**src/design/rcpc_pkg.sv**
```systemverilog
// Shared types and constants for the relay channel pulse controller.
// Used by the front decoder, the command queue, the back end and the top level.
package rcpc_pkg;

    localparam int MAX_CHANNELS = 16;
    localparam int CHANNELS_DEF = 4;
    localparam int VIS_CHANNELS = 4;
    localparam int IDX_W        = 4;
    localparam int DUR_W        = 32;
    localparam int OP_W         = 3;
    localparam int CHAN_W       = 5;
    localparam int STATUS_W     = 2;
    localparam int IN_DATA_W    = 40;
    localparam int OUT_DATA_W   = 16;
    localparam int CFG_IDX_W    = 1;
    localparam int CFG_DATA_W   = 4;
    localparam int QDEPTH       = 2;
    localparam int QPTR_W       = 1;
    localparam int QCNT_W       = 2;

    localparam logic [OP_W-1:0] OP_SET     = 3'd0;
    localparam logic [OP_W-1:0] OP_TOGGLE  = 3'd1;
    localparam logic [OP_W-1:0] OP_PULSE   = 3'd2;
    localparam logic [OP_W-1:0] OP_GET     = 3'd3;
    localparam logic [OP_W-1:0] OP_ALL_OFF = 3'd4;
    localparam logic [OP_W-1:0] OP_TICK    = 3'd5;

    localparam logic [STATUS_W-1:0] ST_OK            = 2'd0;
    localparam logic [STATUS_W-1:0] ST_INVALID_ARG   = 2'd1;
    localparam logic [STATUS_W-1:0] ST_INVALID_STATE = 2'd2;

    localparam logic [CFG_IDX_W-1:0] REG_ENABLE_MASK = 1'd0;
    localparam logic [CFG_IDX_W-1:0] REG_PIN_INVERT  = 1'd1;

    // Command class after decode; K_BAD covers every invalid_arg case
    typedef enum logic [2:0] {
        K_SET,
        K_TOGGLE,
        K_PULSE,
        K_GET,
        K_ALL_OFF,
        K_TICK,
        K_BAD
    } kind_t;

    typedef struct packed {
        kind_t            kind;
        logic [IDX_W-1:0] idx;
        logic             on_value;
        logic [DUR_W-1:0] duration;
    } cmd_t;

endpackage

```
**src/design/relay_channel_pulse_controller.sv**
```systemverilog
// Top level of the relay channel pulse controller: configuration registers and
// the front decoder, command queue and back end. Depends on rcpc_pkg.
//
// Usage:
//   Input stream (s_*): one request per command. s_tuser carries op (0 set,
//   1 toggle, 2 pulse, 3 get, 4 all off, 5 one-millisecond tick); s_tdata
//   carries channel (numbered from 1), on_value and the pulse duration.
//   Output stream (m_*): exactly one result request per command, in order,
//   with status, on_state, relay_states and drive_levels.
//   Config channel (cfg_*): index 0 writes channel_enable_mask, index 1 the
//   pin polarity (1 drives an on relay low); always ready, write only while
//   no command is in flight.
// Timing: an accepted command waits in the queue, and its result is registered
//   in the output register when the back end takes it; one command per cycle is
//   sustained while m_tready stays high, as all channels update together.
// Reset: all relays off, no pulses pending, enable mask 0, pin polarity 1.
// Stall: a held result stays in the output register; the two-entry queue
//   absorbs input until full, then s_tready drops.
module relay_channel_pulse_controller
    import rcpc_pkg::*;
#(
    parameter int CHANNELS = CHANNELS_DEF
)
(
    input  logic                   clk,
    input  logic                   rst_n,
    input  logic                   s_tvalid,
    output logic                   s_tready,
    input  logic [OP_W-1:0]        s_tuser,   // [2:0] op
    input  logic [IN_DATA_W-1:0]   s_tdata,   // [4:0] channel, [5] on_value, [37:6] duration
    output logic                   m_tvalid,
    input  logic                   m_tready,
    output logic [OUT_DATA_W-1:0]  m_tdata,   // [1:0] status, [2] on_state,
                                              // [6:3] relay_states, [10:7] drive_levels
    input  logic                   cfg_valid,
    output logic                   cfg_ready,
    input  logic [CFG_IDX_W-1:0]   cfg_index,
    input  logic [CFG_DATA_W-1:0]  cfg_data
);

    logic [CFG_DATA_W-1:0] enable_mask_reg, enable_mask_next;
    logic                  pin_invert_reg, pin_invert_next;

    logic q_full;
    logic push;
    cmd_t push_cmd;
    logic pop_valid;
    logic pop_ready;
    cmd_t pop_cmd;

    assign cfg_ready = 1'b1;

    always_comb
    begin
        enable_mask_next = enable_mask_reg;
        pin_invert_next  = pin_invert_reg;
        if (cfg_valid)
        begin
            case (cfg_index)
                REG_ENABLE_MASK: enable_mask_next = cfg_data;
                REG_PIN_INVERT:  pin_invert_next  = cfg_data[0];
                default:
                begin
                end
            endcase
        end
    end

    always_ff @(posedge clk or negedge rst_n)
    begin
        if (!rst_n)
        begin
            enable_mask_reg <= '0;
            pin_invert_reg  <= 1'b1;
        end
        else
        begin
            enable_mask_reg <= enable_mask_next;
            pin_invert_reg  <= pin_invert_next;
        end
    end

    rcpc_front #(
        .CHANNELS (CHANNELS)
    ) u_front (
        .s_tvalid (s_tvalid),
        .s_tready (s_tready),
        .s_tuser  (s_tuser),
        .s_tdata  (s_tdata),
        .q_full   (q_full),
        .push     (push),
        .push_cmd (push_cmd)
    );

    rcpc_queue u_queue (
        .clk       (clk),
        .rst_n     (rst_n),
        .push      (push),
        .push_cmd  (push_cmd),
        .full      (q_full),
        .pop_valid (pop_valid),
        .pop_ready (pop_ready),
        .pop_cmd   (pop_cmd)
    );

    rcpc_back #(
        .CHANNELS (CHANNELS)
    ) u_back (
        .clk         (clk),
        .rst_n       (rst_n),
        .cmd_valid   (pop_valid),
        .cmd_ready   (pop_ready),
        .cmd         (pop_cmd),
        .enable_mask (enable_mask_reg),
        .pin_invert  (pin_invert_reg),
        .m_tvalid    (m_tvalid),
        .m_tready    (m_tready),
        .m_tdata     (m_tdata)
    );

endmodule

```
**src/design/rcpc_front.sv**
```systemverilog
// Front end: accepts requests from the input stream and classifies them.
// Depends on rcpc_pkg; feeds rcpc_queue.
module rcpc_front
    import rcpc_pkg::*;
#(
    parameter int CHANNELS = CHANNELS_DEF
)
(
    input  logic                  s_tvalid,
    output logic                  s_tready,
    input  logic [OP_W-1:0]       s_tuser,   // [2:0] op
    input  logic [IN_DATA_W-1:0]  s_tdata,   // [4:0] channel, [5] on_value, [37:6] duration
    input  logic                  q_full,
    output logic                  push,
    output cmd_t                  push_cmd
);

    logic [CHAN_W-1:0] channel;
    logic [DUR_W-1:0]  duration;
    logic              chan_ok;

    assign channel  = s_tdata[CHAN_W-1:0];
    assign duration = s_tdata[CHAN_W+DUR_W:CHAN_W+1];
    assign chan_ok  = (channel != '0) && (channel <= CHAN_W'(CHANNELS));

    assign s_tready = !q_full;
    assign push     = s_tvalid && !q_full;

    always_comb
    begin
        push_cmd.idx      = IDX_W'(channel - CHAN_W'(1));
        push_cmd.on_value = s_tdata[CHAN_W];
        push_cmd.duration = duration;
        case (s_tuser)
            OP_SET:     push_cmd.kind = chan_ok ? K_SET : K_BAD;
            OP_TOGGLE:  push_cmd.kind = chan_ok ? K_TOGGLE : K_BAD;
            OP_PULSE:   push_cmd.kind = (chan_ok && duration != '0) ? K_PULSE : K_BAD;
            OP_GET:     push_cmd.kind = chan_ok ? K_GET : K_BAD;
            OP_ALL_OFF: push_cmd.kind = K_ALL_OFF;
            OP_TICK:    push_cmd.kind = K_TICK;
            default:    push_cmd.kind = K_BAD;
        endcase
    end

endmodule

```
**src/design/rcpc_queue.sv**
```systemverilog
// Short command queue between the front decoder and the back end.
// Depends on rcpc_pkg for the command type and depth.
module rcpc_queue
    import rcpc_pkg::*;
(
    input  logic clk,
    input  logic rst_n,
    input  logic push,
    input  cmd_t push_cmd,
    output logic full,
    output logic pop_valid,
    input  logic pop_ready,
    output cmd_t pop_cmd
);

    cmd_t              mem_reg [QDEPTH];
    logic [QPTR_W-1:0] wr_ptr_reg, wr_ptr_next;
    logic [QPTR_W-1:0] rd_ptr_reg, rd_ptr_next;
    logic [QCNT_W-1:0] count_reg, count_next;
    logic              pop;

    assign full      = (count_reg == QCNT_W'(QDEPTH));
    assign pop_valid = (count_reg != '0);
    assign pop       = pop_valid && pop_ready;
    assign pop_cmd   = mem_reg[rd_ptr_reg];

    always_comb
    begin
        wr_ptr_next = push ? wr_ptr_reg + QPTR_W'(1) : wr_ptr_reg;
        rd_ptr_next = pop ? rd_ptr_reg + QPTR_W'(1) : rd_ptr_reg;
        count_next  = count_reg + QCNT_W'(push) - QCNT_W'(pop);
    end

    always_ff @(posedge clk or negedge rst_n)
    begin
        if (!rst_n)
        begin
            wr_ptr_reg <= '0;
            rd_ptr_reg <= '0;
            count_reg  <= '0;
        end
        else
        begin
            wr_ptr_reg <= wr_ptr_next;
            rd_ptr_reg <= rd_ptr_next;
            count_reg  <= count_next;
        end
    end

    always_ff @(posedge clk)
    begin
        if (push)
        begin
            mem_reg[wr_ptr_reg] <= push_cmd;
        end
    end

    a_count_bound: assert property (@(posedge clk) disable iff (!rst_n)
        count_reg <= QCNT_W'(QDEPTH))
        else $error("queue count above depth");

    a_no_push_full: assert property (@(posedge clk) disable iff (!rst_n)
        full |-> !push)
        else $error("push into full queue");

    a_no_pop_empty: assert property (@(posedge clk) disable iff (!rst_n)
        (count_reg == '0) |-> !pop)
        else $error("pop from empty queue");

endmodule

```
**src/design/rcpc_back.sv**
```systemverilog
// Back end: executes commands on the relay bank and pulse counters, registers the result.
// Depends on rcpc_pkg; takes commands from rcpc_queue.
module rcpc_back
    import rcpc_pkg::*;
#(
    parameter int CHANNELS = CHANNELS_DEF
)
(
    input  logic                   clk,
    input  logic                   rst_n,
    input  logic                   cmd_valid,
    output logic                   cmd_ready,
    input  cmd_t                   cmd,
    input  logic [CFG_DATA_W-1:0]  enable_mask,
    input  logic                   pin_invert,
    output logic                   m_tvalid,
    input  logic                   m_tready,
    output logic [OUT_DATA_W-1:0]  m_tdata
);

    localparam int VIS = (CHANNELS < VIS_CHANNELS) ? CHANNELS : VIS_CHANNELS;
    localparam logic [VIS_CHANNELS-1:0] VIS_MASK = VIS_CHANNELS'((1 << VIS) - 1);

    logic [CHANNELS-1:0]     relay_reg, relay_next;
    logic [DUR_W-1:0]        pulse_reg  [CHANNELS];
    logic [DUR_W-1:0]        pulse_next [CHANNELS];
    logic                    out_valid_reg, out_valid_next;
    logic [OUT_DATA_W-1:0]   out_data_reg, out_data_next;

    logic                    pop;
    logic [MAX_CHANNELS-1:0] mask_ext;
    logic [MAX_CHANNELS-1:0] relay_ext;
    logic [MAX_CHANNELS-1:0] relay_next_ext;
    logic [CHANNELS-1:0]     en_vec;
    logic                    sel_en;
    logic [STATUS_W-1:0]     status;
    logic                    on_state;
    logic [VIS_CHANNELS-1:0] states_vis;
    logic [VIS_CHANNELS-1:0] levels_vis;

    assign cmd_ready = !out_valid_reg || m_tready;
    assign pop       = cmd_valid && cmd_ready;

    assign mask_ext  = MAX_CHANNELS'(enable_mask);
    assign en_vec    = mask_ext[CHANNELS-1:0];
    assign relay_ext = MAX_CHANNELS'(relay_reg);
    assign sel_en    = mask_ext[cmd.idx];

    // Per-channel update; every channel is independent of the others
    always_comb
    begin
        relay_next = relay_reg;
        for (int i = 0; i < CHANNELS; i++)
        begin
            pulse_next[i] = pulse_reg[i];
            case (cmd.kind)
                K_SET, K_TOGGLE:
                begin
                    if (cmd.idx == IDX_W'(i))
                    begin
                        pulse_next[i] = '0;
                        if (en_vec[i])
                        begin
                            relay_next[i] = (cmd.kind == K_SET) ? cmd.on_value : !relay_reg[i];
                        end
                    end
                end
                K_PULSE:
                begin
                    if (cmd.idx == IDX_W'(i) && en_vec[i])
                    begin
                        relay_next[i] = 1'b1;
                        pulse_next[i] = cmd.duration;
                    end
                end
                K_ALL_OFF:
                begin
                    if (en_vec[i])
                    begin
                        relay_next[i] = 1'b0;
                        pulse_next[i] = '0;
                    end
                end
                K_TICK:
                begin
                    if (pulse_reg[i] != '0)
                    begin
                        pulse_next[i] = pulse_reg[i] - DUR_W'(1);
                        // expiring count switches the relay off only while enabled
                        if (pulse_reg[i] == DUR_W'(1) && en_vec[i])
                        begin
                            relay_next[i] = 1'b0;
                        end
                    end
                end
                default:
                begin
                end
            endcase
        end
    end

    always_comb
    begin
        status   = ST_OK;
        on_state = 1'b0;
        case (cmd.kind)
            K_SET, K_TOGGLE, K_PULSE:
            begin
                status = sel_en ? ST_OK : ST_INVALID_STATE;
            end
            K_GET:
            begin
                status   = sel_en ? ST_OK : ST_INVALID_STATE;
                on_state = sel_en && relay_ext[cmd.idx];
            end
            K_BAD:
            begin
                status = ST_INVALID_ARG;
            end
            default:
            begin
                status = ST_OK;
            end
        endcase
    end

    assign relay_next_ext = MAX_CHANNELS'(relay_next);
    assign states_vis     = relay_next_ext[VIS_CHANNELS-1:0] & VIS_MASK;
    assign levels_vis     = (relay_next_ext[VIS_CHANNELS-1:0] ^ {VIS_CHANNELS{pin_invert}})
                            & VIS_MASK;

    always_comb
    begin
        out_valid_next = out_valid_reg;
        out_data_next  = out_data_reg;
        if (pop)
        begin
            out_valid_next = 1'b1;
            out_data_next  = {5'b0, levels_vis, states_vis, on_state, status};
        end
        else if (m_tready)
        begin
            out_valid_next = 1'b0;
        end
    end

    always_ff @(posedge clk or negedge rst_n)
    begin
        if (!rst_n)
        begin
            relay_reg     <= '0;
            out_valid_reg <= 1'b0;
            for (int i = 0; i < CHANNELS; i++)
            begin
                pulse_reg[i] <= '0;
            end
        end
        else
        begin
            out_valid_reg <= out_valid_next;
            if (pop)
            begin
                relay_reg <= relay_next;
                for (int i = 0; i < CHANNELS; i++)
                begin
                    pulse_reg[i] <= pulse_next[i];
                end
            end
        end
    end

    always_ff @(posedge clk)
    begin
        out_data_reg <= out_data_next;
    end

    assign m_tvalid = out_valid_reg;
    assign m_tdata  = out_data_reg;

    a_pop_gives_result: assert property (@(posedge clk) disable iff (!rst_n)
        pop |=> out_valid_reg)
        else $error("accepted command produced no result");

    a_bad_status: assert property (@(posedge clk) disable iff (!rst_n)
        (pop && cmd.kind == K_BAD) |=> out_data_reg[STATUS_W-1:0] == ST_INVALID_ARG)
        else $error("invalid command not reported as invalid_arg");

    a_pulse_on: assert property (@(posedge clk) disable iff (!rst_n)
        (pop && cmd.kind == K_PULSE && sel_en) |=> relay_ext[$past(cmd.idx)])
        else $error("pulse did not switch relay on");

    a_levels: assert property (@(posedge clk) disable iff (!rst_n)
        out_valid_reg |-> out_data_reg[10:7] ==
            ((out_data_reg[6:3] ^ {VIS_CHANNELS{pin_invert}}) & VIS_MASK))
        else $error("drive levels disagree with relay states");

endmodule
```
**config.mk**
```make
export PLATFORM = sky130hd
export DESIGN_NAME = relay_channel_pulse_controller
export DESIGN_NICKNAME = d
export VERILOG_FILES = /design/src/design/rcpc_pkg.sv /design/src/design/relay_channel_pulse_controller.sv /design/src/design/rcpc_front.sv /design/src/design/rcpc_queue.sv /design/src/design/rcpc_back.sv
export SDC_FILE = /design/constraint.sdc
export NUM_CORES = 1
export LEC_CHECK = 0
export ABC_AREA = 1
export BUFFER_PORTS_ARGS = -buffer_cell sky130_fd_sc_hd__buf_4
export CAP_MARGIN = 25
export CORE_ASPECT_RATIO = 0.8
export CORE_MARGIN = 5
export CORE_UTILIZATION = 67
export CTS_CLUSTER_DIAMETER = 120
export DETAILED_ROUTE_END_ITERATION = 8
export PLACE_DENSITY = 0.93
export RECOVER_POWER = 25
export SLEW_MARGIN = 5
export SYNTH_ARGS = -nofsm -noshare
export SYNTH_HDL_FRONTEND = slang
export SYNTH_SLANG_ARGS = --single-unit
```
**constraint.sdc**
```tcl
create_clock -name clk -period 6.2 [get_ports clk]
set_clock_uncertainty 0.15 [all_clocks]
set_input_delay 0.31 -clock clk [delete_from_list [all_inputs] [get_ports clk]]
set_output_delay 0.31 -clock clk [all_outputs]
set_load 0.005 [all_outputs]
```
; Yosys cells after proc, flatten, opt, wreduce, memory -nomap -nowiden
; Memory sizes are Yosys's and may differ from the RTL's.
; Index checks and enable logic that the tools add are counted.
[classes]
add_sub_neg = 9
magnitude_cmp = 2
eq_ne = 35
muxes = 67
n_bitwise = 2
n_reduce_logical = 40
[ops]
columns = operator, n
row1 = $mux 32, 16
row2 = $pmux 32 s4, 4
row3 = $reduce_bool 32->1, 5
row4 = $eq 32x1->1 const B, 4
row5 = $sub 32x1->32 const B, 4
row6 = $mux 1, 34
row7 = $ne 2x1->1 const B, 12
row8 = $reduce_and 6->1, 4
row9 = $pmux 3 s6, 1
row10 = $pmux 1 s4, 4
row11 = $eq 3x3->1 const B, 5
row12 = $logic_and 1x1->1, 13
row13 = $eq 3x2->1 const B, 4
row14 = $mux 3, 4
row15 = $bmux 1 s4, 2
row16 = $eq 4x2->1 const B, 2
row17 = $ne 2x2->1 const B, 4
row18 = $eq 3x1->1 const B, 2
row19 = $logic_not 1->1, 6
row20 = $logic_not 3->1, 2
row21 = $le 5x3->1 const B, 1
row22 = $lt 4x5->1 const B, 1
row23 = $reduce_bool 5->1, 1
row24 = $eq 4x1->1 const B, 1
row25 = other kinds (16), 19
[totals]
register_bits = 153
mem_bits_rw = 80
in_bits = 53
elab_cells = 169
n_memories = 1
[memory_table]
columns = name, words, width, rd, rd_clocked_by_memory_dff, write_ports, line_no
row1 = u_queue.mem_reg, 2, 40, 1, 0, 1, rcpc_queue.sv:16  ; cmd_t mem_reg [QDEPTH];

; Longest topological paths before layout
; Gate-level depths: netlist of the first run.
; An unclocked memory read counts as a cell.
[logic_depth]
word_depth = 7
ltp_mapped = 16
ltp_nobuf = 14

; Hierarchy
; A second synthesis of the first run with hierarchy kept.
[hier_totals]
cells_unflattened = 2080
area_unflattened_um2 = 14541.4
[modules_own_cells]
columns = mod, instances, cells_per_inst, area_each_um2, seq_area_each_um2
row1 = rcpc_back, 1, 1727, 10603.9, 3658.5
row2 = rcpc_queue, 1, 239, 3201.8, 2502.4
row3 = rcpc_front, 1, 89, 521.8, 0.0
row4 = relay_channel_pulse_controller, 1, 25, 214.0, 126.4

; Worst setup path after synthesis of the first run
; No wires, ideal clock.
[synth_path]
path_kind = register to register
startpoint = register u_queue.count_reg[1]
endpoint = memory u_queue.mem_reg[1][0] in the netlist's numbering, enable pin
setup_time_ps = 439
arrival_time_ps = 2253
setup_slack_ps = 3359
path_stages_with_launch = 4
n_path_buf = 0
path_cell_list = dfrtp_1 > nand2_1 > nand2_1 > nor2_1
[synth_between]
elab_chain_cells = 5
[synth_lines]
columns = item, line_no
row1 = from (decl), rcpc_queue.sv:19  ; logic [QCNT_W-1:0] count_reg, count_next;
row2 = from (signal assigned), rcpc_queue.sv:46  ; count_reg <= count_next;
row3 = $eq 2x2->1, rcpc_queue.sv:22  ; assign full = (count_reg == QCNT_W'(QDEPTH));
row4 = $logic_not 1->1, --
row5 = named net s_tready, relay_channel_pulse_controller.sv:28  ; output logic s_tready,
row6 = $logic_and 1x1->1, rcpc_front.sv:27  ; assign push = s_tvalid && !q_full;
row7 = $mux 1, rcpc_queue.sv:52  ; if (push)
row8 = $mux 1 (implied by the code), rcpc_queue.sv:54  ; mem_reg[wr_ptr_reg] <= push_cmd;
row9 = to (decl), rcpc_queue.sv:16
; The timed path passes the listed nets, and every way through them passes these cells.

; Final worst setup path of the first run
[layout_path]
startpoint = register u_queue.rd_ptr_reg
endpoint = register u_back.pulse_reg[47] in the netlist's numbering
[layout_between]
elab_chain_cells = 5
[layout_lines]
columns = item, line_no
row1 = from (decl), rcpc_queue.sv:18  ; logic [QPTR_W-1:0] rd_ptr_reg, rd_ptr_next;
row2 = from (signal assigned), rcpc_queue.sv:45  ; rd_ptr_reg <= rd_ptr_next;
row3 = $mem_v2 2x40 *, --
row4 = "$eq 3x1->1, or another cell as far along", rcpc_back.sv:56  ; case (cmd.kind)
row5 = $reduce_or 2->1 or $logic_and 1x1->1 (tied branches), "rcpc_back.sv:56, rcpc_back.sv:70"
row6 = $ne 2x1->1 (no line) or $reduce_bool 4->1 (tied branches), --
row7 = $reduce_and 6->1 (no line), --
row8 = "to (signal, indexed assignment)", rcpc_back.sv:167  ; pulse_reg[i] <= pulse_next[i];
row9 = to (decl), rcpc_back.sv:25  ; logic [DUR_W-1:0] pulse_reg [CHANNELS];
; Mark *: on every way between the ends. The rest lies on a longest branch, timed or not. The select of a mux whose other input is x is not followed.
; A chain may end at the register's enable or synchronous reset.

==> results of run 1 <==
==> final cells by class <==
cell class / count / area, sq um
Clock buffer: 31 / 637
Timing Repair Buffer: 121 / 972
Multi-Input combinational cell: 1496 / 6710
Antenna cell: 1 / 2.50
Inverter: 190 / 716
Clock inverter: 13 / 199
Fill cell: 1403 / 4780
Sequential cell: 233 / 6290
Tap cell: 269 / 337
==> final timing paths <==
| path | startpoint | endpoint | slack (ns) | cells after the start |
|---|---|---|---|---|
| worst min register to register | enable_mask_reg[0] | enable_mask_reg[0] | 0.35 | 2 |
| worst max-delay path | u_queue.rd_ptr_reg | u_back.pulse_reg[47] | 2.24 | 12 |
| worst max register to register | u_queue.rd_ptr_reg | u_back.pulse_reg[47] | 2.24 | 12 |
| min in group asynchronous | rst_n | u_back.pulse_reg[63] | 0.30 | 2 |
| max in group asynchronous | rst_n | u_back.pulse_reg[42] | 4.29 | 3 |
| worst min-delay path | s_tuser[0] | u_queue.mem_reg[0][37] | 0.05 | 3 |
==> report_power, final <==
part | switching, mW | internal, mW
logic | 4.07 | 1.63
clock network | 0.657 | 0.902
registers | 0.406 | 2.13
==> metrics by stage <==
stage	util	setup slack, ns	instance area, sq um
after floorplan	-	3.36	14000
after global placement	0.707	2.45	14600
after detailed placement	0.712	2.47	14700
after CTS	0.774	2.41	16000
after global routing	0.768	1.96	15900
final	0.768	2.24	15900
==> timing repair <==
action	4_1_cts	5_1_grt
endpoints found under the hold margin	174	2
hold buffers	45	1
setup endpoints to repair	0	0
resized for setup	0	0
==> metal layers <==
metal	global-route usage	vias to the layer above	share of wire
met5	0	-	0.00071
met4	0.213	2	0.070
met3	0.0819	246	0.13
met2	0.578	1138	0.45
met1	0.498	6636	0.35
li1	-	6501	-
==> worst register-to-register path, stage by stage (launching register included) <==
cell and delay [ns]:
dfrtp_1 0.37, buf_4 0.28, inv_2 0.59, nand2_1 0.20, nand2_2 0.28, nand3_4 0.12
inv_2 0.59, buf_4 0.43, buf_4 0.37, nand2_1 0.12, o21ai_0 0.21, nand2_1 0.08
o21ai_1 0.08
==> cells in the final DEF, fill, tap and decap left out, types with 34 or more instances in the layout <==
master / Yosys / routed
edfxtp_1: 91 / 91
nand3_1: 116 / 116
o21ai_0: 144 / 144
o21ai_1: 46 / 46
buf_4: 16 / 34
nand2_1: 714 / 714
inv_1: 181 / 181
nor2_1: 272 / 269
clkbuf_1: 11 / 40
a21oi_1: 39 / 39
dlygate4sd3_1: 0 / 46
dfrtp_1: 141 / 141
==> cells by family after synthesis <==
group                      after synthesis  share of synthesized area
buffers and inverters                  244                     0.0749
other                                    2                   0.000536
DFF                                    233                      0.449
AOI/OAI and AO/OA                      260                     0.0990
xor gates and xnor gates                24                     0.0150
muxes                                    1                   0.000804
adders and majority gates               13                     0.0116
and+or+nand+nor                       1192                      0.349
==> flow_summary.json, run 1 <==
{
  "grt_use_total": 0.377,
  "syn_area_sq_um": 14000,
  "viasPerCell": 6.17,
  "first_pass_iters": 7,
  "worst_pin_slew_ns": 1.14,
  "htree_levels": 1,
  "largest_reg_flops": 128,
  "die_w_microns": 172,
  "syn_area_per_cell_sq_um": 7.12,
  "synth.area.top_cells": "dfrtp_1 (25%), edfxtp_1 (20%), nand2_1 (19%)",
  "synth_most_common_cell": "nand2_1",
  "critPathMaxFanout": 41,
  "cp-start-kind": "flop",
  "tns_ns": 0,
  "arrival_ns": 4.25,
  "yosysTopAreaCellShare": 0.252,
  "wirelength_microns": 46300,
  "final_nets": 2132,
  "setup_viol": 0,
  "dp_cells": 2263,
  "whs_ns": 0.0465,
  "peakVddDrop_mv": 0.556,
  "clk_path_buf_depth": 3,
  "start_util": 0.679,
  "antenna_found_initial": 2,
  "critPathSlowestCell": "inv_2",
  "drt_iter0_drc": 2322,
  "yosysUniqueCellTypes": 48,
  "io_pins": 72,
  "core_sq_um": 20600,
  "critPathRequiredTime_ns": 6.49,
  "grt_max_degree": 95,
  "slew_headroom": 0.239,
  "hold_viol": 0,
  "ys.warnings.count": 0,
  "path_clk_slew_ns": 0.07,
  "path_class": "flop to flop",
  "clk_latency_ns": 0.56,
  "cts.sinks": 233,
  "p_per_area_nw_per_um2": 617,
  "drv_cap": 0,
  "hpwl_microns": 28500,
  "ys_ff_latch": 233,
  "grt_pass1_vias": 13500,
  "ant_nets": 0,
  "die_h_microns": 139,
  "grt_pass1_wl_microns": 71200,
  "portBuffers": 63,
  "critPathCaptureType": "flop",
  "path_cells": "buf_4 > inv_2 > nand2_1 > nand2_2 > nand3_4 > inv_2 > buf_4 > buf_4 > nand2_1 > o21ai_0 > nand2_1 > o21ai_1",
  "path_delay_family": "buffers and inverters",
  "synthFlopType": "dfrtp_1",
  "fin_cells": 2354,
  "slew_viol_final": 0,
  "rsz0062_at_grt": "false",
  "tritoncts": "yes",
  "synthCells": 1969,
  "cp.buffers_inverters": 5,
  "grt_overflow": 0,
  "synthTopCellsByCount": "nand2_1 (714), nor2_1 (272), inv_1 (181)",
  "async_flop_share": 0.609,
  "post-route-drc-count": 0,
  "p_leak_nw": 7.86,
  "synth_edf_count": 91,
  "syn_to_final_growth_pct": 13.2,
  "cts-root-buf": "clkbuf_16",
  "wl_per_cell_microns": 19.6,
  "post-synth-top-area-cell": "dfrtp_1",
  "critPathMaxStageDelay_ns": 0.59,
  "min_period_ns": 3.96,
  "max_freq_ghz": 0.252,
  "power.total_mw": 9.79,
  "cts_inserted_buffers": 24,
  "holdCritPathClass": "input pin to flop",
  "fp.dieArea_sq_um": 23900,
  "rows": 47,
  "drive_gt1_frac": 0.0629,
  "cts_setup_buffers": 0,
  "yosysSeqAreaShare": 0.449,
  "via_count": 14500,
  "gp_congestion": 0.962,
  "outcome": "complete, no violations",
  "finalCritPeriodShare": 0.639
}
(Power assumes the default switching activity.)
==> run 2: changes to the inputs <==
- ABC_AREA: 1 -> 0
- CORE_UTILIZATION: 67 -> 62
- PLACE_DENSITY: 0.93 -> 0.88
- clock period: 6.2 -> 4.15 ns (I/O delays scaled with it)
==> run 2 against run 1 <==
The run now ends with capacitance limit, slew limit left; non-clock buffer count increased by 22; final cell count shrank 27%; routed wire length shrank 13%; synthesized area down 9.5%; utilization shrank 4.0 points; die area decreased by 2.0%; critical path depth shrank 5; via count decreased by 16%; maximum frequency rose by 7.9%; first-iteration DRC count shrank 3.5%; critical endpoint is now u_back.pulse_reg[105].
==> flow_summary.json, run 2 <==
{
  "outcome": "finished with violations",
  "violations": "capacitance limit, slew limit",
  "cts.sinks": 233,
  "dp_slack_ns": 0.726,
  "synth_edf_count": 91,
  "r2r-start": "u_queue.rd_ptr_reg",
  "first_pass_iters": 6,
  "syn_to_final_growth_pct": 14.7,
  "synth_most_common_cell": "o21ai_0",
  "async_flop_share": 0.609,
  "min_period_ns": 3.67,
  "clk_path_buf_depth": 3,
  "mostFrequentLayoutCell": "o21ai_0",
  "post-route-drc-count": 0,
  "fin_ws_ns": 0.479,
  "max_freq_ghz": 0.272,
  "slew_headroom": -0.712,
  "fin_cells": 1711,
  "path_clk_slew_ns": 0.08,
  "critPathRequiredTime_ns": 4.35,
  "whs_path_depth": 3,
  "yosysTopAreaCellShare": 0.278,
  "place_area_sq_um": 13400,
  "path_cells": "or3b_1 > o2bb2ai_1 > a2111oi_2 > o21ai_2 > buf_4 > o21ai_0 > o21ai_0",
  "setup_viol": 0,
  "start_util": 0.635,
  "ys.warnings.count": 0,
  "synth.area.top_cells": "dfrtp_1 (28%), edfxtp_1 (22%), o21ai_0 (7.0%)",
  "synthTopCellsByCount": "o21ai_0 (178), dfrtp_1 (141), nor2_1 (134)",
  "portBuffers": 63,
  "path_class": "flop to flop",
  "final_design_area_no_fill_sq_um": 14600,
  "antenna_found_initial": 1,
  "critPathMaxStageDelay_ns": 0.73,
  "synthCells": 1342,
  "post-synth-top-area-cell": "dfrtp_1",
  "rr_endpoint": "u_back.pulse_reg[105]",
  "cp.buffers_inverters": 1,
  "rsz0062_at_grt": "false",
  "holdCritPathClass": "input pin to flop",
  "hold_viol": 0,
  "ys_ff_latch": 233,
  "gp_congestion": 0.967,
  "cp-start-kind": "flop",
  "yosysSeqAreaShare": 0.496,
  "die_h_microns": 138,
  "finalCritPeriodShare": 0.885,
  "min_to": "u_queue.mem_reg[0][36]",
  "peakVddDrop_mv": 0.580,
  "critPathSlowestCell": "a2111oi_2",
  "core_sq_um": 20000,
  "htree_levels": 1,
  "grt_pass1_wl_microns": 63300,
  "ant_nets": 0,
  "drive_gt1_frac": 0.0961,
  "ff2ff_setup_slack_ns": 0.48,
  "dp_cells": 1614,
  "largest_reg_flops": 128,
  "tritoncts": "yes",
  "cts_inserted_buffers": 22,
  "critPathCaptureType": "flop",
  "drv_cap": 1,
  "final_nets": 1496,
  "cts_setup_buffers": 0,
  "io_pins": 72,
  "fp.dieArea_sq_um": 23400,
  "viasPerCell": 7.10,
  "drt_iter0_drc": 2241,
  "synthFlopType": "dfrtp_1",
  "wirelength_microns": 40300,
  "p_per_area_nw_per_um2": 826,
  "final_cell_mix": "o21ai_0 (177), dfrtp_1 (140), nor2_1 (133)",
  "yosysUniqueCellTypes": 87,
  "power.total_mw": 12.0,
  "clk_latency_ns": 0.52,
  "via_count": 12100,
  "p_leak_nw": 5.78,
  "path_delay_family": "compound AO/OA/AOI/OAI gates",
  "hold_start": "s_tdata[1]",
  "critPathMaxFanout": 23,
  "fillers": 1365,
  "hpwl_microns": 24800,
  "die_w_microns": 170,
  "grt_use_total": 0.343,
  "cts-root-buf": "clkbuf_16",
  "crit_top_cell": "o21ai_0",
  "arrival_ns": 3.87,
  "grt_max_degree": 96,
  "syn_area_per_cell_sq_um": 9.45,
  "worst_pin_slew_ns": 2.57,
  "grt_overflow": 0,
  "tns_ns": 0,
  "syn_area_sq_um": 12700,
  "rows": 46,
  "wl_per_cell_microns": 23.6,
  "grt_pass1_vias": 11500,
  "r2r_cells": 7,
  "slew_viol_final": 96
}
[run 2: report_power, final]
group,switching [mW],internal (mW)
clock network,0.961,1.26
logic,3.93,1.94
registers,0.724,3.20
total,5.62,6.40
[run 2: routing by layer]
metal,global-route usage,share of wire,vias to the layer above
li1,-,-,5239
met1,0.458,0.37,5736
met2,0.541,0.44,980
met3,0.0832,0.13,193
met4,0.150,0.055,0
met5,0,0,-
[run 2: how the worst max path moves through the flow]
stage                    startpoint                    end  depth (start not counted)
3_3_place_gp     u_queue.rd_ptr_reg  u_back.pulse_reg[108]                          6
4_1_cts          u_queue.rd_ptr_reg  u_back.pulse_reg[105]                          7
6_report         u_queue.rd_ptr_reg  u_back.pulse_reg[105]                          7
3_5_place_dp     u_queue.rd_ptr_reg  u_back.pulse_reg[105]                          7
5_1_grt          u_queue.rd_ptr_reg  u_back.pulse_reg[105]                          8
2_1_floorplan  u_queue.count_reg[1]  u_queue.mem_reg[0][0]                          3
[run 2: layout make-up]
cell class / instances / area [sq um] / area share
inverter: 41 / 154 / 0.0106
timing repair buffer: 143 / 1100 / 0.0754
clock buffer: 30 / 622 / 0.0427
sequential: 233 / 6290 / 0.432
multi-input combinational: 989 / 5910 / 0.406
clock inverter: 10 / 148 / 0.0101
antenna: 1 / 2.50 / 0.000172
tap: 264 / 330 / 0.0227
[run 2: cells by family (layout without fill, tap and decap cells)]
group / after synthesis / count (layout) / synth area share
fa+ha+maj: 13 / 13 / 0.0128
compound gates: 500 / 500 / 0.234
flops: 233 / 233 / 0.496
other cells: 2 / 7 / 0.000592
mux: 43 / 43 / 0.0356
xor+xnor: 11 / 11 / 0.00759
simple gates: 416 / 416 / 0.171
buf+inv: 124 / 224 / 0.0427
[run 2: worst reg2reg max path, cell delays in order, from the launching register on]
cell	delay, ns
dfrtp_2	0.62
or3b_1	0.54
o2bb2ai_1	0.19
a2111oi_2	0.73
o21ai_2	0.46
buf_4	0.31
o21ai_0	0.25
o21ai_0	0.25
[run 2: stage by stage]
step / hold WS (ns) / util
global placement: 0.222 / 0.667
global route: 0.00905 / 0.728
CTS: 0.00803 / 0.735
finish: 0.0125 / 0.729
detailed placement: 0.220 / 0.668
floorplan: -0.238 / -
[run 2: timing repair]
item | CTS | global route
hold buffers | 55 | 0
endpoints found under the hold margin | 178 | 0
resized for setup | 0 | 0
==> run 3: changes to the inputs <==
- ABC_AREA: 0 -> 1
==> run 3 against run 2 <==
The run still ends with capacitance limit, slew limit left; power is 20% higher; combinational power rose by 43%; via count rose by 16%; critical endpoint is now u_back.pulse_reg[112].
==> flow_summary.json, run 3 (same netlist as run 1, synthesis figures left out) <==
{
  "hpwl_microns": 28800,
  "place_area_sq_um": 14700,
  "setup.worst_path.end": "u_back.pulse_reg[112]",
  "worst_pin_slew_ns": 2.28,
  "ff2ff_setup_slack_ns": 0.88,
  "syn_to_final_growth_pct": 13.5,
  "io_pins": 72,
  "finalCritPeriodShare": 0.788,
  "final_nets": 2141,
  "min_period_ns": 3.27,
  "tritoncts": "yes",
  "portBuffers": 63,
  "cts.sinks": 233,
  "critPathMaxFanout": 35,
  "die_h_microns": 144,
  "rsz0062_at_grt": "false",
  "wirelength_microns": 44700,
  "final_design_area_no_fill_sq_um": 15900,
  "start_util": 0.626,
  "peakVddDrop_mv": 0.537,
  "core_sq_um": 22400,
  "ant_nets": 0,
  "grt_overflow": 0,
  "path_cells": "inv_2 > nand2_2 > nand2_4 > inv_4 > nand3_4 > inv_2 > a21oi_1 > nand2_2 > inv_2 > nand2_1 > o21ai_1",
  "grt_pass1_wl_microns": 69300,
  "gp_congestion": 0.980,
  "crit_start": "u_queue.rd_ptr_reg",
  "critPathRequiredTime_ns": 4.41,
  "cts_inserted_buffers": 24,
  "grt_max_degree": 86,
  "hold_buffers": 50,
  "r2r-start": "u_queue.rd_ptr_reg",
  "final_cell_mix": "nand2_1 (714), nor2_1 (269), inv_1 (181)",
  "setup_viol": 0,
  "cp-start-kind": "flop",
  "cts_resized": 0,
  "arrival_ns": 3.53,
  "via_count": 14200,
  "post-route-drc-count": 0,
  "outcome": "finished with violations",
  "drv_cap": 1,
  "path_class": "flop to flop",
  "first_pass_iters": 7,
  "crit_top_cell": "inv_2",
  "cts_setup_buffers": 0,
  "wl_per_cell_microns": 18.6,
  "tns_ns": 0,
  "viasPerCell": 5.89,
  "drive_gt1_frac": 0.0659,
  "clk_path_buf_depth": 3,
  "die_w_microns": 178,
  "fillers": 1793,
  "slew_headroom": -0.517,
  "grt_use_total": 0.344,
  "drt_iter0_drc": 2009,
  "critPathMaxStageDelay_ns": 0.54,
  "r2r_cells": 11,
  "cts-root-buf": "clkbuf_16",
  "holdCritPathClass": "input pin to flop",
  "rows": 49,
  "whs_path_depth": 5,
  "grt_pass1_vias": 13300,
  "p_per_area_nw_per_um2": 907,
  "largest_reg_flops": 128,
  "clk_latency_ns": 0.54,
  "path_clk_slew_ns": 0.07,
  "fp.dieArea_sq_um": 25700,
  "mostFrequentLayoutCell": "nand2_1",
  "max_freq_ghz": 0.306,
  "critPathCaptureType": "flop",
  "htree_levels": 1,
  "antenna_found_initial": 1,
  "critPathSlowestCell": "nand2_2",
  "p_leak_nw": 7.88,
  "power.total_mw": 14.4,
  "hold_viol": 0,
  "rr_endpoint": "u_back.pulse_reg[112]",
  "violations": "capacitance limit, slew limit",
  "slew_viol_final": 86
}
run 3: cell count changes in the layout (fill, tap and decap cells not counted), moves of 15 or more:
cell	delta
o21ai_0	-33
nor4_1	-32
mux2i_1	-28
nor2_1	+136
nand4_1	+20
inv_1	+140
o31ai_1	-28
nand2_1	+645
xor2_1	+15
o21ai_1	+26
nor3_1	-43
nand3_1	+102
a31oi_1	-47
a21oi_1	-83
run 3: worst max-delay path, delay by kind of cell (launching register included):
kind	cells	cell delay [ns]
compound gates	2	0.25
buf+inv	4	1.18
flops	1	0.52
simple gates	5	1.00
run 3: layout make-up:
| class | count | area, sq um | share of cell area |
|---|---|---|---|
| antenna | 2 | 5.00 | 0.000315 |
| clock buffer | 29 | 619 | 0.0389 |
| clock inverter | 15 | 188 | 0.0118 |
| inverter | 190 | 716 | 0.0450 |
| multi-input combinational | 1496 | 6710 | 0.422 |
| sequential | 233 | 6290 | 0.395 |
| tap | 306 | 383 | 0.0241 |
| timing repair buffer | 130 | 1000 | 0.0631 |
run 3: stage by stage:
step           utilization  std cells  setup WS (ns)  hold WS [ns]
2_1_floorplan            -       1973           1.31        -0.238
3_3_place_gp         0.656       2303           1.03         0.186
3_5_place_dp         0.658       2305          0.954         0.187
4_1_cts              0.716       2399          0.940        0.0309
5_1_grt              0.711       2399          0.650        0.0548
6_report             0.711       2401          0.881        0.0595
run 3: where the power goes:
part | leakage [nW] | switching (mW) | internal [mW]
Clock | 0.390 | 0.982 | 1.32
Combinational | 4.73 | 5.97 | 2.40
Sequential | 2.76 | 0.590 | 3.17
run 3: metal layers:
metal	up-vias	routed length, microns	GRT usage
met2	858	20100	0.538
li1	6536	-	-
met4	2	2430	0.172
met1	6578	17100	0.455
met3	177	5120	0.0766
met5	-	13	0
run 3: worst min-delay path by stage:
stage / start / endpoint / slack, ns
3_5_place_dp: rst_n / u_back.pulse_reg[54] / 0.19
5_1_grt: s_tdata[4] / u_queue.mem_reg[0][39] / 0.05
4_1_cts: cfg_index / enable_mask_reg[3] / 0.03
3_3_place_gp: rst_n / u_back.pulse_reg[54] / 0.19
2_1_floorplan: rst_n / enable_mask_reg[0] / -0.24
6_report: s_tvalid / u_queue.wr_ptr_reg / 0.06
